File: src/hdl/amr_pkg.sv
// Package for the address multiplexer register block.
// Holds the item and result layouts, field masks, mode tables and state codes.
// Used by every module of the block; depends on nothing.
`default_nettype none

package amr_pkg;

    // Field widths of the stream items
    localparam int ACT_W     = 2;
    localparam int OFF_W     = 6;
    localparam int REG_W     = 16;
    localparam int LINE_W    = 9;
    localparam int MODE_W    = 3;
    localparam int HEIGHT_W  = 4;
    localparam int PITCH_W   = 6;
    localparam int IN_DATA_W = 48;
    localparam int OUT_W     = 40;

    // Depth of the queue between front and back
    localparam int QUEUE_DEPTH = 2;

    // Control register fields
    localparam logic [REG_W-1:0] MODE_BITS   = 16'h0007;
    localparam logic [REG_W-1:0] OFFSET_BITS = 16'h03F8;
    localparam logic [REG_W-1:0] PAGE_BITS   = 16'h0400;
    localparam logic [REG_W-1:0] RATE_BITS   = 16'h1800;
    localparam logic [REG_W-1:0] SIZE_BITS   = 16'h6000;
    localparam logic [REG_W-1:0] MAP_BITS    = 16'h8000;
    localparam logic [REG_W-1:0] SIZE_4K     = 16'h0000;
    localparam logic [REG_W-1:0] SIZE_16K    = 16'h2000;
    localparam logic [REG_W-1:0] MASK_4K     = 16'h0FFF;
    localparam logic [REG_W-1:0] MASK_16K    = 16'h3FFF;
    localparam logic [OFF_W-1:0] WRITE_SPACE = 6'd32;
    localparam int               OFFSET_SHIFT = 6;

    // Input action codes
    typedef enum logic [ACT_W-1:0] {
        ACT_WRITE = 2'd0,
        ACT_LOAD  = 2'd1,
        ACT_LINE  = 2'd2,
        ACT_NOP   = 2'd3
    } t_action;

    // Work kinds after classification
    typedef enum logic [1:0] {
        K_NONE = 2'd0,
        K_LOAD = 2'd1,
        K_LINE = 2'd2
    } t_kind;

    // Queue entry: bus writes inside WRITE_SPACE arrive here as one-bit masked loads
    typedef struct packed {
        t_kind             kind;
        logic [REG_W-1:0]  value;
        logic [REG_W-1:0]  mask;
        logic [LINE_W-1:0] line;
    } t_entry;

    // Result beat, lowest field in the lowest bits
    typedef struct packed {
        logic [3:0]       pad;
        logic             map_changed;
        logic             size_changed;
        logic             rate_changed;
        logic             page_changed;
        logic [REG_W-1:0] register_value;
        logic [REG_W-1:0] video_address;
    } t_result;

    // Back-end sequencer states
    typedef enum logic [2:0] {
        S_IDLE = 3'b001,
        S_MOD  = 3'b010,
        S_DONE = 3'b100
    } t_bstate;

    // Scanlines per character row for each mode
    function automatic logic [HEIGHT_W-1:0] row_height(input logic [MODE_W-1:0] mode);
        logic [HEIGHT_W-1:0] h;
        case (mode)
            3'd0:    h = 4'd12;
            3'd1:    h = 4'd3;
            3'd2:    h = 4'd3;
            3'd3:    h = 4'd2;
            3'd4:    h = 4'd2;
            default: h = 4'd1;
        endcase
        return h;
    endfunction

    // Bytes per row for each mode
    function automatic logic [PITCH_W-1:0] row_pitch(input logic [MODE_W-1:0] mode);
        logic [PITCH_W-1:0] p;
        case (mode)
            3'd1:    p = 6'd16;
            3'd3:    p = 6'd16;
            3'd5:    p = 6'd16;
            default: p = 6'd32;
        endcase
        return p;
    endfunction

endpackage

`default_nettype wire

File: src/hdl/amr_front.sv
// Front end: takes input beats, decodes the action and registers a queue entry.
// Depends on amr_pkg.
`default_nettype none

module amr_front (
    input  wire logic                            i_clk,
    input  wire logic                            i_rst_n,
    input  wire logic                            i_valid,
    output logic                                 o_ready,
    input  wire logic [amr_pkg::ACT_W-1:0]       i_action,
    input  wire logic [amr_pkg::IN_DATA_W-1:0]   i_data,
    output logic                                 o_push,
    output amr_pkg::t_entry                      o_entry,
    input  wire logic                            i_q_ready
);
    import amr_pkg::*;

    logic              r_valid;
    t_entry            r_entry;
    t_entry            n_entry;
    t_action           act;
    logic [OFF_W-1:0]  offset;
    logic [REG_W-1:0]  bit_sel;

    assign act     = t_action'(i_action);
    assign offset  = i_data[5:0];
    assign bit_sel = REG_W'(1) << offset[4:1];

    // Classify: bus writes inside WRITE_SPACE become one-bit masked loads, others K_NONE
    always_comb begin
        n_entry       = '0;
        n_entry.value = i_data[21:6];
        n_entry.mask  = i_data[37:22];
        n_entry.line  = i_data[46:38];
        case (act)
            ACT_WRITE: begin
                if (offset < WRITE_SPACE) begin
                    n_entry.kind  = K_LOAD;
                    n_entry.mask  = bit_sel;
                    n_entry.value = offset[0] ? bit_sel : '0;
                end else begin
                    n_entry.kind  = K_NONE;
                end
            end
            ACT_LOAD: n_entry.kind = K_LOAD;
            ACT_LINE: n_entry.kind = K_LINE;
            default:  n_entry.kind = K_NONE;
        endcase
    end

    assign o_ready = !r_valid || i_q_ready;
    assign o_push  = r_valid;
    assign o_entry = r_entry;

    // Holding register in front of the queue
    always_ff @(posedge i_clk) begin
        if (!i_rst_n) begin
            r_valid <= 1'b0;
        end else if (o_ready) begin
            r_valid <= i_valid;
        end
    end

    always_ff @(posedge i_clk) begin
        if (o_ready && i_valid) begin
            r_entry <= n_entry;
        end
    end

endmodule

`default_nettype wire

File: src/hdl/amr_queue.sv
// Short FIFO of decoded entries between front end and back end.
// Depends on amr_pkg for the entry type.
`default_nettype none

module amr_queue #(
    parameter int DEPTH = amr_pkg::QUEUE_DEPTH
) (
    input  wire logic         i_clk,
    input  wire logic         i_rst_n,
    input  wire logic         i_push,
    input  amr_pkg::t_entry   i_entry,
    output logic              o_ready,
    output logic              o_valid,
    output amr_pkg::t_entry   o_entry,
    input  wire logic         i_pop
);
    import amr_pkg::*;

    localparam int PTR_W = $clog2(DEPTH);
    localparam int CNT_W = $clog2(DEPTH + 1);
    localparam logic [PTR_W-1:0] LAST = PTR_W'(DEPTH - 1);

    t_entry            r_mem [DEPTH];
    logic [PTR_W-1:0]  r_wptr;
    logic [PTR_W-1:0]  r_rptr;
    logic [CNT_W-1:0]  r_count;
    logic              do_push;
    logic              do_pop;

    assign o_ready = r_count != CNT_W'(DEPTH);
    assign o_valid = r_count != '0;
    assign o_entry = r_mem[r_rptr];
    assign do_push = i_push && o_ready;
    assign do_pop  = i_pop && o_valid;

    // Pointers and fill count
    always_ff @(posedge i_clk) begin
        if (!i_rst_n) begin
            r_wptr  <= '0;
            r_rptr  <= '0;
            r_count <= '0;
        end else begin
            if (do_push) begin
                r_wptr <= (r_wptr == LAST) ? '0 : r_wptr + PTR_W'(1);
            end
            if (do_pop) begin
                r_rptr <= (r_rptr == LAST) ? '0 : r_rptr + PTR_W'(1);
            end
            if (do_push && !do_pop) begin
                r_count <= r_count + CNT_W'(1);
            end else if (do_pop && !do_push) begin
                r_count <= r_count - CNT_W'(1);
            end
        end
    end

    // Entry storage
    always_ff @(posedge i_clk) begin
        if (do_push) begin
            r_mem[r_wptr] <= i_entry;
        end
    end

endmodule

`default_nettype wire

File: src/hdl/amr_back.sv
// Back end: owns the control register and video counter, runs the bit-serial
// row-height remainder for scanlines and fills the result register.
// Depends on amr_pkg.
`default_nettype none

module amr_back (
    input  wire logic                        i_clk,
    input  wire logic                        i_rst_n,
    input  wire logic                        i_q_valid,
    input  amr_pkg::t_entry                  i_q_entry,
    output logic                             o_pop,
    input  wire logic                        i_extended,
    output logic                             o_valid,
    input  wire logic                        i_ready,
    output logic [amr_pkg::OUT_W-1:0]        o_data
);
    import amr_pkg::*;

    localparam int STEP_W = $clog2(LINE_W);

    t_bstate             r_state;
    t_entry              r_cur;
    logic [REG_W-1:0]    r_ctrl;
    logic [REG_W-1:0]    r_vc;
    logic [LINE_W-1:0]   r_prev;
    logic [HEIGHT_W-1:0] r_div;
    logic [HEIGHT_W-1:0] r_rem;
    logic [STEP_W-1:0]   r_step;
    logic                r_o_valid;
    t_result             r_o_data;

    logic [HEIGHT_W:0]   rem_shift;
    logic [HEIGHT_W:0]   rem_sub;
    logic [REG_W-1:0]    n_ctrl;
    logic [REG_W-1:0]    n_vc;
    logic [LINE_W-1:0]   n_prev;
    logic [REG_W-1:0]    diff;
    logic [REG_W-1:0]    addr;
    t_result             result;
    logic                slot_free;
    logic                commit;
    logic                needs_mod;

    assign slot_free = !r_o_valid || i_ready;
    assign commit    = (r_state == S_DONE) && slot_free;
    assign o_pop     = (r_state == S_IDLE) && i_q_valid;
    assign needs_mod = (i_q_entry.kind == K_LINE) && (i_q_entry.line != r_prev)
                       && (i_q_entry.line != '0);

    // One remainder step: shift in the next line bit, subtract if it fits
    assign rem_shift = {r_rem, r_cur.line[r_step]};
    assign rem_sub   = rem_shift - {1'b0, r_div};

    // Next state of the register file for the item being finished
    always_comb begin
        n_ctrl = r_ctrl;
        n_vc   = r_vc;
        n_prev = r_prev;
        case (r_cur.kind)
            K_LOAD: n_ctrl = (r_ctrl & ~r_cur.mask) | (r_cur.value & r_cur.mask);
            K_LINE: begin
                if (r_cur.line != r_prev) begin
                    if (r_cur.line == '0) begin
                        n_vc = (r_ctrl & OFFSET_BITS) << OFFSET_SHIFT;
                    end else if (r_rem == '0) begin
                        n_vc = r_vc + REG_W'(row_pitch(r_ctrl[MODE_W-1:0]));
                    end
                    n_prev = r_cur.line;
                end
            end
            default: n_ctrl = r_ctrl;
        endcase
    end

    // Address masking by memory size (outside extended mode) and change flags
    always_comb begin
        diff = r_ctrl ^ n_ctrl;
        addr = n_vc;
        if (!i_extended) begin
            if ((n_ctrl & SIZE_BITS) == SIZE_4K) begin
                addr = n_vc & MASK_4K;
            end else if ((n_ctrl & SIZE_BITS) == SIZE_16K) begin
                addr = n_vc & MASK_16K;
            end
        end
        result                = '0;
        result.video_address  = addr;
        result.register_value = n_ctrl;
        result.page_changed   = (diff & PAGE_BITS) != '0;
        result.rate_changed   = (diff & RATE_BITS) != '0;
        result.size_changed   = (diff & SIZE_BITS) != '0;
        result.map_changed    = (diff & MAP_BITS) != '0;
    end

    // Sequencer and architectural state
    always_ff @(posedge i_clk) begin
        if (!i_rst_n) begin
            r_state   <= S_IDLE;
            r_ctrl    <= '0;
            r_vc      <= '0;
            r_prev    <= '0;
            r_o_valid <= 1'b0;
        end else begin
            if (commit) begin
                r_o_valid <= 1'b1;
            end else if (i_ready) begin
                r_o_valid <= 1'b0;
            end
            case (r_state)
                S_IDLE: begin
                    if (i_q_valid) begin
                        r_state <= needs_mod ? S_MOD : S_DONE;
                    end
                end
                S_MOD: begin
                    if (r_step == '0) begin
                        r_state <= S_DONE;
                    end
                end
                S_DONE: begin
                    if (slot_free) begin
                        r_ctrl  <= n_ctrl;
                        r_vc    <= n_vc;
                        r_prev  <= n_prev;
                        r_state <= S_IDLE;
                    end
                end
                default: r_state <= S_IDLE;
            endcase
        end
    end

    // Datapath registers of the current item
    always_ff @(posedge i_clk) begin
        if (o_pop) begin
            r_cur  <= i_q_entry;
            r_rem  <= '0;
            r_step <= STEP_W'(LINE_W - 1);
            r_div  <= row_height(r_ctrl[MODE_W-1:0]);
        end else if (r_state == S_MOD) begin
            r_rem  <= rem_shift >= {1'b0, r_div} ? rem_sub[HEIGHT_W-1:0]
                                                 : rem_shift[HEIGHT_W-1:0];
            r_step <= r_step - STEP_W'(1);
        end
        if (commit) begin
            r_o_data <= result;
        end
    end

    assign o_valid = r_o_valid;
    assign o_data  = r_o_data;

endmodule

`default_nettype wire

File: src/hdl/address_multiplexer_registers_core.sv
// Top level of the address multiplexer register block.
// Instantiates amr_front, amr_queue and amr_back; uses amr_pkg.
`default_nettype none

// Keeps the 16-bit control register and the video address counter and returns
// one result beat per input beat, in order. Input beats are decoded and
// registered and pass through a short queue, so the input side keeps taking
// beats while a result waits. From the queue head, a write, a load, a repeated
// line or line 0 goes from the idle state through the done state to the result
// register; any other scanline also passes the remainder state, which takes the
// line number modulo the row height one line bit per cycle. The extended_mode
// bit is written through the cfg channel, which is always ready.
module address_multiplexer_registers_core #(
    parameter int QUEUE_DEPTH = amr_pkg::QUEUE_DEPTH
) (
    input  wire logic                           i_clk,
    input  wire logic                           i_rst_n,
    // Input stream
    input  wire logic                           s_axis_tvalid,
    output logic                                s_axis_tready,
    // [5:0] bus_offset, [21:6] load_value, [37:22] load_mask, [46:38] line_number
    input  wire logic [amr_pkg::IN_DATA_W-1:0]  s_axis_tdata,
    // [1:0] action
    input  wire logic [amr_pkg::ACT_W-1:0]      s_axis_tuser,
    // Result stream
    output logic                                m_axis_tvalid,
    input  wire logic                           m_axis_tready,
    // [15:0] video_address, [31:16] register_value, [32] page_changed,
    // [33] rate_changed, [34] size_changed, [35] map_changed
    output logic [amr_pkg::OUT_W-1:0]           m_axis_tdata,
    // Configuration: extended_mode
    input  wire logic                           i_cfg_valid,
    output logic                                o_cfg_ready,
    input  wire logic                           i_cfg_data
);
    import amr_pkg::*;

    logic   r_extended;
    logic   push;
    logic   q_ready;
    logic   q_valid;
    logic   pop;
    t_entry front_entry;
    t_entry q_entry;

    // Configuration register
    assign o_cfg_ready = 1'b1;

    always_ff @(posedge i_clk) begin
        if (!i_rst_n) begin
            r_extended <= 1'b0;
        end else if (i_cfg_valid) begin
            r_extended <= i_cfg_data;
        end
    end

    amr_front u_front (
        .i_clk     (i_clk),
        .i_rst_n   (i_rst_n),
        .i_valid   (s_axis_tvalid),
        .o_ready   (s_axis_tready),
        .i_action  (s_axis_tuser),
        .i_data    (s_axis_tdata),
        .o_push    (push),
        .o_entry   (front_entry),
        .i_q_ready (q_ready)
    );

    amr_queue #(
        .DEPTH (QUEUE_DEPTH)
    ) u_queue (
        .i_clk   (i_clk),
        .i_rst_n (i_rst_n),
        .i_push  (push),
        .i_entry (front_entry),
        .o_ready (q_ready),
        .o_valid (q_valid),
        .o_entry (q_entry),
        .i_pop   (pop)
    );

    amr_back u_back (
        .i_clk      (i_clk),
        .i_rst_n    (i_rst_n),
        .i_q_valid  (q_valid),
        .i_q_entry  (q_entry),
        .o_pop      (pop),
        .i_extended (r_extended),
        .o_valid    (m_axis_tvalid),
        .i_ready    (m_axis_tready),
        .o_data     (m_axis_tdata)
    );

endmodule

`default_nettype wire

File: config.mk
export PLATFORM = sky130hd
export DESIGN_NAME = address_multiplexer_registers_core
export DESIGN_NICKNAME = d
export VERILOG_FILES = /design/src/hdl/amr_pkg.sv /design/src/hdl/amr_front.sv /design/src/hdl/amr_queue.sv /design/src/hdl/amr_back.sv /design/src/hdl/address_multiplexer_registers_core.sv
export SDC_FILE = /design/constraint.sdc
export NUM_CORES = 1
export LEC_CHECK = 0
export ABC_CLOCK_PERIOD_IN_PS = 4500
export BUFFER_PORTS_ARGS = -buffer_cell sky130_fd_sc_hd__clkbuf_2
export CAP_MARGIN = 20
export CORE_MARGIN = 1.5
export CORE_UTILIZATION = 50
export DETAILED_ROUTE_END_ITERATION = 10
export PLACE_DENSITY = 0.69
export SLEW_MARGIN = 20
export SYNTH_ARGS = -nofsm -noshare
export SYNTH_HDL_FRONTEND = slang
export SYNTH_SLANG_ARGS = --single-unit
File: constraint.sdc
create_clock -name i_clk -period 4.5 [get_ports i_clk]
set_input_delay 0.225 -clock i_clk [delete_from_list [all_inputs] [get_ports i_clk]]
set_output_delay 0.225 -clock i_clk [all_outputs]
set_load 0.01 [all_outputs]
==> qor.csv <==
stage,metric,value,unit
status,outcome,"finished, final reports clean",
logic_synthesis,Post-synth EDFFs,211,
finish,n_diodes,0,
finish,Area Overhead vs Synth,18.2,%
worst_hold_path,WHS Path Cells,3,
clock_network,clk_lat worst skew,0.53,ns
worst_hold_path,Min-Delay Endpoint,u_front.o_entry[11]$_DFFE_PP_,
routing,WL per Instance,16.3,µm
global_routing,number of antenna violations at the first check in global routing,0,
power_and_ir_drop,pwr dens,495,nW/µm²
global_routing,gr ovfl total,0,
routing,Initial DRC Count,397,
logic_synthesis,share of the synthesized area in the top cell type,0.572,
die,die height,152,µm
critical_path,CP startpoint kind,flop,
timing,max_slew headroom,0.351,
timing,Min Hold Slack,0.0156,ns
power_and_ir_drop,Lkg Pwr,4.78,nW
logic_synthesis,compound-gate portion of the synthesized area,0.0759,
place,hpwl dp,13.1,mm
timing,RSZ-0062 raised after global routing,no,
critical_path,Worst setup EP type,flop,
logic_synthesis,leading area contributor after synthesis,edfxtp_1,
place,dpl cell area,11800,µm²
critical_path,Required @ worst endpoint,4.96,ns
finish,Layout Nets,1022,
logic_synthesis,main flop type after synthesis,edfxtp_1,
routing,number of routed nets with antenna violations,0,
global_routing,largest net degree at the start of global routing,53,
logic_synthesis,Post-Synth Simple-Gate Area,0.101,
finish,Post-Layout Inst Area,13100,µm²
power_and_ir_drop,maximum vdd drop,0.355,mV
global_routing,global-route wire length before repair,33.1,mm
timing,fin crit period,2.83,ns
place,GP Congestion,0.824,
critical_path,crit-path cells,"mux4_2, mux2i_1, nor2_1, a31oi_1, ha_1, nor2b_1, o21a_1, o21a_1, nor2_1, mux2_2, a21oi_1",
logic_synthesis,syn avg cell area,13.6,µm²
logic_synthesis,synthesized area,11100,µm²
critical_path,worst-path maximum fanout,5,
job,max_cap viols,0,
critical_path,worst r2r dst,u_back.r_rem[0]$_SDFFE_PP0N_,
global_routing,global routing usage on met1,0.248,
logic_synthesis,Unique masters post-synth,58,
logic_synthesis,Post-Synthesis Cells,817,
clock_network,CTS tree,done,
logic_synthesis,warnings from Yosys,0,
place,I/O Buffers,92,
logic_synthesis,ys async rst share,0,
critical_path,R2R depth,11,
die,I/O pin count,99,
logic_synthesis,largest family of logic cells by synthesized area,simple AND/OR/NAND/NOR gates,
global_routing,total track usage,0.177,
die,die footprint,23100,µm²
timing,Final Hold Fails,0,
timing,Final Slew Violations,0,
clock_network,Root Driver,clkbuf_16,
global_routing,met3 Use GR,0.0294,
logic_synthesis,Post-synth top cells,"edfxtp_1 (211), nand2_1 (95), dfxtp_1 (60), mux2_2 (59), nor2_1 (56)",
timing,final setup vio count,0,
routing,total detailed-routing wirelength,20.5,mm
critical_path,"setup slack, reg-to-reg",1.67,ns
critical_path,crit path kind,flop to flop,
clock_network,# H-tree levels,1,
clock_network,total CTS buffers,28,
critical_path,CP max stage cell,mux4_2,
worst_hold_path,hold path start,s_axis_tdata[24],
clock_network,number of buffers added for setup after CTS,0,
die,core area,21800,µm²
logic_synthesis,mux share of post-synthesis cell area,0.0821,
global_routing,busiest grt layer,met2,
finish,share of layout cells above drive strength 1,0.221,
routing,drt drc,0,
logic_synthesis,XOR/XNOR Fraction of Synth Area,0.0261,
routing,vias per cell,5.23,
timing,Slew @ Worst Pin,0.973,ns
timing,Final period util,0.628,
critical_path,"slowest stage delay, CP",0.53,ns
logic_synthesis,Yosys reg bits,271,
critical_path,critical path arrival,3.28,ns
clock_network,Clock Path Buffers,3,
logic_synthesis,"Seq/Total Area, Yosys",0.680,
die,initial core utilization,0.509,
timing,clock skew,0.00876,ns
worst_hold_path,HP Class,primary input to flop,
logic_synthesis,"count leader, synth",edfxtp_1,
global_routing,vias in the first global route,6381,
die,Chip Width,152,µm
global_routing,M2 GR Usage,0.287,
clock_network,Sink Count,271,
routing,drt first pass iters,5,
die,Rows,54,
critical_path,Critical R2R Launch,u_back.r_step[0]$_SDFFE_PP0N_,
clock_network,post-cts resize count,0,
routing,vias,6583,
timing,total negative slack,0,ns
timing,Fmax achieved,0.354,GHz
clock_network,clk slew on worst S/H paths,0.06,ns
logic_synthesis,top post-synthesis cells by area,"edfxtp_1 (57%), dfxtp_1 (11%), mux2_2 (6.0%)",
logic_synthesis,Adder-Cell Fraction of Synth Area,0.0126,
[final cells by class]
cell class,instances,area [µm²]
Fill cell,1680,8660
Sequential cell,271,7540
Multi-Input combinational cell,495,3340
Timing Repair Buffer,145,968
Clock buffer,36,762
Tap cell,280,350
Clock inverter,16,80.1
Inverter,15,56.3
[power breakdown]
group          internal [W]  leakage, nW  switching [W]
Clock               0.00119        0.409       0.000897
Sequential          0.00314         2.48       0.000181
Combinational      0.000448         1.89       0.000627
[worst max-delay path by stage]
stage | start | end | slack, ns | cells past startpoint
after floorplan | u_queue.r_count[0]$_SDFFE_PN0P_ | u_queue.r_mem[0][0]$_DFFE_PP_ | 1.63 | 3
after global placement | u_back.r_step[0]$_SDFFE_PP0N_ | u_back.r_rem[0]$_SDFFE_PP0N_ | 1.72 | 11
after detailed placement | u_back.r_step[0]$_SDFFE_PP0N_ | u_back.r_rem[0]$_SDFFE_PP0N_ | 1.69 | 11
after CTS | u_back.r_step[0]$_SDFFE_PP0N_ | u_back.r_rem[0]$_SDFFE_PP0N_ | 1.67 | 11
after global routing | u_back.r_step[0]$_SDFFE_PP0N_ | u_back.r_rem[0]$_SDFFE_PP0N_ | 1.47 | 11
final | u_back.r_step[0]$_SDFFE_PP0N_ | u_back.r_rem[0]$_SDFFE_PP0N_ | 1.67 | 11
[critical path: cells and delay by family (launching register included)]
kind,cells,cell delay [ns]
adders and majority gates,1,0.23
and+or+nand+nor,3,0.28
AOI/OAI and AO/OA,4,0.73
DFF,1,0.45
muxes,3,1.06
[state kept, by name, indices dropped and copies added (netlist names), named ones only]
signal,flops
u_back.r_div,3
u_queue.r_mem,86
r_extended,1
u_queue.r_count,2
u_back.r_prev,9
u_back.o_data,36
u_front.o_push,1
u_back.r_rem,4
u_front.o_entry,43
u_back.r_ctrl,16
u_back.o_valid,1
u_back.r_vc,16
u_back.r_cur,43
u_queue.r_rptr,1
u_back.r_state,3
u_queue.r_wptr,1
u_back.r_step,4
[placed cells by master, fill, tap and decap left out, types with 14 or more instances in the layout]
cell,instances
a21oi_1,29
clkbuf_16,29
clkbuf_2,92
dfxtp_1,59
dlygate4sd3_1,44
edfxtp_1,211
inv_1,14
mux2_2,59
mux2i_1,20
nand2_1,95
nor2_1,55
o21ai_0,30
o31ai_1,15
xor2_1,24
[routing by layer]
| layer | vias up | share of wire |
|---|---|---|
| li1 | 3293 | - |
| met1 | 3116 | 0.47 |
| met2 | 145 | 0.47 |
| met3 | 29 | 0.043 |
| met4 | 0 | 0.018 |
| met5 | - | 0 |
[cell families after synthesis]
family | after synthesis
AO/OA/AOI/OAI | 129
XOR/XNOR | 33
adder cells (fa/ha/maj) | 10
buffers and inverters | 54
flip-flops | 271
multiplexers | 81
other | 2
AND/OR/NAND/NOR | 237
[per-stage QoR]
| stage | setup WS, ns | total power (W) | utilization | instances |
|---|---|---|---|---|
| 2_1_floorplan | 1.63 | 0.00409 | - | 820 |
| 3_3_place_gp | 1.72 | 0.00439 | 0.543 | 1162 |
| 3_5_place_dp | 1.69 | 0.00441 | 0.543 | 1162 |
| 4_1_cts | 1.67 | 0.00654 | 0.602 | 1258 |
| 5_1_grt | 1.47 | 0.00678 | 0.602 | 1258 |
| 6_report | 1.67 | 0.00648 | 0.602 | 1258 |
[what timing repair did]
action	4_1_cts	5_1_grt
hold buffers	44	0
endpoints found under the hold margin	42	0
setup endpoints to repair	0	0
Power figures use the tool's default switching activity.
